===== config.mk =====
export PLATFORM = sky130hd
export DESIGN_NAME = lgss_front
export DESIGN_NICKNAME = d
export VERILOG_FILES = /design/src/rtl/assert_macros.svh /design/src/rtl/lgss_pkg.sv /design/src/rtl/lgss_front.sv
export SDC_FILE = /design/constraint.sdc
export NUM_CORES = 1
export LEC_CHECK = 0
export BUFFER_PORTS_ARGS = -buffer_cell sky130_fd_sc_hd__buf_2
export CAP_MARGIN = 0
export CORE_AREA = 2 2 90 92
export CTS_CLUSTER_SIZE = 28
export DETAILED_ROUTE_END_ITERATION = 12
export DIE_AREA = 0 0 92 94
export PLACE_DENSITY = 0.56
export SLEW_MARGIN = 15
export SYNTH_ARGS = -nofsm -noshare
export SYNTH_HDL_FRONTEND = slang
export SYNTH_SLANG_ARGS = --single-unit

===== constraint.sdc =====
create_clock -name clock -period 1.9 [get_ports clock]
set_input_delay 0.285 -clock clock [delete_from_list [all_inputs] [get_ports clock]]
set_output_delay 0.285 -clock clock [all_outputs]
set_load 0.05 [all_outputs]

===== src/rtl/assert_macros.svh =====
// Assertion macros for the selector RTL (used by lgss_engine).
`ifndef ASSERT_MACROS_SVH
`define ASSERT_MACROS_SVH
// Implication checked on every clock edge outside reset.
`define ASSERT_IMPLIES(label, clk, rst, pre, post, msg) \
   label: assert property (@(posedge clk) disable iff (rst) (pre) |-> (post)) else $error(msg);
// Next-cycle implication outside reset.
`define ASSERT_NEXT(label, clk, rst, pre, post, msg) \
   label: assert property (@(posedge clk) disable iff (rst) (pre) |=> (post)) else $error(msg);
`endif


===== src/rtl/lgss_pkg.sv =====
// -----------------------------------------------------------------------------
// lgss_pkg
// Shared types and constants for the lazy greedy seed selector.
// -----------------------------------------------------------------------------
`timescale 1ns / 1ps
package lgss_pkg;
   localparam int MaxNodesDef = 1024;
   localparam int MaxSeedsDef = 64;
   localparam int FracBitsDef = 8;
   localparam int GainW       = 33;
   localparam int TotalW      = 40;
   localparam int NodeW       = 10;
   localparam int RoundW      = 7;
   localparam int NodeCountW  = 11;
   localparam int SeedCountW  = 7;
   localparam int CfgAddrW    = 1;
   localparam int CfgDataW    = 11;
   localparam int ReqDataW    = 40;
   localparam int RspDataW    = 56;

   localparam logic [CfgAddrW-1:0] CFG_NODE_COUNT = 1'b0;
   localparam logic [CfgAddrW-1:0] CFG_SEED_COUNT = 1'b1;

   typedef enum logic [1:0] {
      KIND_EVAL   = 2'd0,
      KIND_SELECT = 2'd1,
      KIND_DONE   = 2'd2
   } kind_type;

   typedef struct packed {
      logic                  start;
      logic [31:0]           spread;
   } cmd_type;

   typedef struct packed {
      kind_type              kind;
      logic [NodeW-1:0]      node;
      logic signed [GainW-1:0] gain;
      logic [RoundW-1:0]     rnd;
      logic                  last;
   } rsp_type;

   typedef enum logic [3:0] {
      ST_IDLE, ST_INIT, ST_RD_TOP, ST_WR_TOP, ST_SIFT_RD, ST_SIFT_CMP,
      ST_SIFT_SWAP, ST_CHECK, ST_SELECT, ST_REMOVE, ST_EMIT2, ST_WAIT
   } state_type;
endpackage


===== src/rtl/lgss_front.sv =====
// -----------------------------------------------------------------------------
// lgss_front
// Accepts request transactions and queues them as commands for the engine.
// -----------------------------------------------------------------------------
`timescale 1ns / 1ps
module lgss_front (
   input  logic                  clock,
   input  logic                  reset,
   input  logic                  in_valid,
   output logic                  in_ready,
   input  lgss_pkg::cmd_type     in_cmd,
   output logic                  out_valid,
   input  logic                  out_ready,
   output lgss_pkg::cmd_type     out_cmd
);
   // two-entry queue
   lgss_pkg::cmd_type q_ff [2];
   logic [1:0] cnt_ff, cnt_in;
   logic       rp_ff, rp_in, wp_ff, wp_in;
   logic       push, pop;

   assign in_ready  = (cnt_ff != 2'd2);
   assign out_valid = (cnt_ff != 2'd0);
   assign out_cmd   = q_ff[rp_ff];
   assign push = in_valid && in_ready;
   assign pop  = out_valid && out_ready;

   always_comb begin
      cnt_in = cnt_ff + {1'b0, push} - {1'b0, pop};
      rp_in  = rp_ff ^ pop;
      wp_in  = wp_ff ^ push;
   end

   always_ff @(posedge clock) begin
      if (reset) begin
         cnt_ff <= '0;
         rp_ff  <= 1'b0;
         wp_ff  <= 1'b0;
      end else begin
         cnt_ff <= cnt_in;
         rp_ff  <= rp_in;
         wp_ff  <= wp_in;
      end
      if (push) q_ff[wp_ff] <= in_cmd;
   end
endmodule


# Yosys cells after proc, flatten, opt, wreduce, memory -nomap -nowiden
# Memory sizes are Yosys's and may differ from the RTL's. A register that Yosys moved wholly into a read port is not among the register bits.
# Cells that the tools add are included.
# op_classes
add_sub_neg,2
n_bitwise,2
reduce_logical,3
n_eq_ne,1
muxes,3
# ops
op,count
1-bit two-way mux,3
2-bit by 1-bit adder with 2-bit output,1
1-bit logical AND,2
2-bit inequality test (second input constant),1
2-bit nonzero test,1
2-bit by 1-bit subtractor with 2-bit output,1
1-bit XOR,2
# word_totals
regBits,4
out_inout_bits,35
mem_bits_rw,66
mem_count,1
# memory_table
name,words,width,rd,rd_clocked_by_memory_dff,wr,line_no,rtl
q_ff,2,33,1,1,1,lgss_front.sv:17,lgss_pkg::cmd_type q_ff [2];

# Longest topological paths before layout
# logic_depth
ltp_word,4
depth_mapped,6
ltp_nobuf,6

# Least setup slack after synthesis
# Ideal clock, no wire load.
# synth_timing
path_type,reg2reg
startpoint,register cnt_ff[0]
endpoint,memory q_ff[0][0] (netlist name) (enable)
synth_period_minus_slack_ns,2.322
path_stages_with_launch,4
t_arrival_ns,1.929
setup_time_ns,0.393
path_slack_ns,-0.422
required_ns,1.507
path_buffers,0
cell_sequence,dfxtp_1 > nand2b_1 > and2_1 > ha_1
# synth_between
elab_chain_len,4
# synth_rtl
element,line_no,rtl
start: declaration,lgss_front.sv:18,"logic [1:0] cnt_ff, cnt_in;"
start signal: assignment,lgss_front.sv:40,cnt_ff <= cnt_in;
2-bit inequality test,lgss_front.sv:22,assign in_ready = (cnt_ff != 2'd2);
named net in_ready,lgss_front.sv:10,"output logic in_ready,"
1-bit logical AND,lgss_front.sv:25,assign push = in_valid && in_ready;
1-bit two-way mux,lgss_front.sv:44,if (push) q_ff[wp_ff] <= in_cmd;
1-bit two-way mux (implied by the code),lgss_front.sv:44,
end: declaration,lgss_front.sv:17,
# The timed path passes the listed nets, and every way through them passes these cells.

==> run summary <==
Routed vias = 1401
R2R depth = 3
Pre-antenna DRT Iters = 4
Wl on met1 = 2070 um
Worst stage delay on the critical path = 0.38 ns
Highest metal used = met4
Ys async rst share = 0
Compound-Gate Fraction of Synth Area = 0.0139
Netlist cell types = 20
Mean Syn Cell Area = 20.1 um2
Vias in the first global route = 1382
Slew @ Worst Pin = 0.485 ns
Clock root buffer = clkbuf_8
Startpoint Class = register
Die Area = 8650 um2
MaxCap Viol Count = 0
Post-synthesis instance area = 2610 um2
CP cell instances = buf_4 -> mux2_2 -> buf_2
Post-CTS sizing = 0
Pwr dens = 1390 nW/um2
Final core utilization = 0.433
Final nets = 251
Worst EP arrival = 1.52 ns
Tot GR Track Use = 0.111
Main combinational cell family by area after synthesis = multiplexers
Most frequent cell after synthesis = edfxtp_1
Inserted Clock Buffers = 9
Clock Skew = 0.00398 ns
Total Routed Length = 4630 um
# hold bufs at CTS = 0
Setup bufs post-CTS = 0
Largest net degree at the start of global routing = 34
Dpl hpwl = 3020 um
Diode count = 0
Post-Synth Simple-Gate Area = 0.0264
Crit path kind = reg2out
RSZ-0062 raised after global routing = false
Worst skew pair latency = 0.33 ns
Number of flops mapped to enable cells by yosys = 66
CTS Buffer Depth = 2
Pleak = 1.24 nW
Routed Antenna Nets = 0
Net Count, Synth = 169
Post-DP Area = 3120 um2
Starting Density = 0.343
Vias per inst = 4.39
Synth top area cells = edfxtp_1 76%, mux2_2 14%, dfxtp_1 3.1%, ha_1 0.96%, buf_2 0.77%
Commonest cells in the netlist = 66 x edfxtp_1, 33 x mux2_2, 5 x nor2_1
Filler cells = 719
Synth area leader = edfxtp_1
Wire length of the first global-routing pass = 6890 um
Hold_ws = 0.137 ns
Drc violations = 0
Grt ovf = 0
Post-route clock period utilization = 0.952
CTS HTree Levels = 3
Syn. warnings = 0
# IOs = 72
Cells after synthesis = 130
Status = completed
Total negative slack = 0 ns
Synth-to-layout area growth = 26.4%
RePlAce Congestion = 0.663
Antenna violations before repair = 0
Post-Layout Cell Count = 319
# rows = 32
Critical Path RT = 1.62 ns
Slew HR = 0.677
Met2 wire length = 2150 um
Post-Synth XOR/XNOR Area = 0.00336
Post-synthesis mux area share = 0.147
Share of cells above drive strength 1 = 0.571
Clk slew on worst S/H paths = 0.07 ns
Placed cells = 303
CTS tree = done
CP endpoint kind = output pin
Max rail drop VDD = 0.553 mV
PnR Total Power = 4.60 mW
Synth Area in Adders = 0.00960
Tmin final = 1.81 ns
Achievable Freq = 0.553 GHz
Number of synthesized register bits = 70
Top_reg_cell synth = edfxtp_1
Synth top area share = 0.760
Pre-CTS setup slack = 0.279 ns
Number of port buffers = 71
Clock Sinks = 70
Final Hold Fails = 0
Final worst slack = 0.0917 ns
Final setup fails = 0
Hold Path Stages = 1
Max FO, Critical Path = 19
Die Wd = 92 um
CP max-delay cell = mux2_2
Die H = 94 um
Post-synthesis sequential area ratio = 0.791
CORE AREA = 7610 um2
Final slew viol count = 0
WL met3 = 338 um
DR WL/cell = 14.5 um
Post-route cell area = 3300 um2
Initial DRC count = 32
Min-Delay Path Class = in2reg
flip-flops by register name (all words and copies together) (netlist names):
name,count
cnt_ff,2
q_ff,66
rp_ff,1
wp_ff,1
cell type report:
| class | instances | area, um2 | share of cell area |
|---|---|---|---|
| repair buffers | 75 | 385 | 0.117 |
| clock inverters | 5 | 50.0 | 0.0152 |
| well taps | 102 | 128 | 0.0387 |
| clock buffers | 11 | 131 | 0.0398 |
| flip-flops and latches | 70 | 2060 | 0.626 |
| inverters | 1 | 3.75 | 0.00114 |
| multi-input cells | 55 | 536 | 0.162 |
report_power, final:
part,switching (mW),internal [mW],total [mW]
sequential,0.0569,1.91,1.97
clock,0.513,0.596,1.11
combinational,1.08,0.441,1.52
worst paths after layout:
| path | start | endpoint | slack, ns |
|---|---|---|---|
| setup / recovery | rp_ff | out_cmd[2] | 0.09 |
| hold / removal | in_cmd[32] | q_ff[1][32] | 0.14 |
| setup reg to reg | cnt_ff[0] | q_ff[0][30] | 0.30 |
| hold reg to reg | wp_ff | wp_ff | 0.59 |
critical path: cells and delay by family, from the launching register on:
family / cells / cell delay (ns)
buf+inv: 2 / 0.49
mux: 1 / 0.38
flops: 1 / 0.33
cell usage in the layout (no fill, tap or decap), types with 2 or more instances in the layout:
master / synthesis / routed
clkbuf_8: 0 / 9
mux2_2: 33 / 33
clkinv_1: 0 / 2
nor2_1: 5 / 5
dfxtp_1: 4 / 3
buf_4: 0 / 4
o21ai_0: 2 / 2
edfxtp_1: 66 / 66
nor2b_1: 2 / 2
clkbuf_1: 0 / 2
buf_2: 4 / 71
per-layer routing:
layer | up-vias | GRT usage
met3 | 7 | 0.0425
met4 | 0 | 0.0634
li1 | 668 | -
met5 | - | 0
met2 | 54 | 0.166
met1 | 672 | 0.138
cells by family after synthesis:
kind of cell	after synthesis
flip-flops	70
multiplexers	34
AND/OR/NAND/NOR	13
AO/OA/AOI/OAI	5
buffers and inverters	5
adder cells (fa/ha/maj)	2
XOR/XNOR	1
Note: power is estimated with default switching activity, not from simulation.
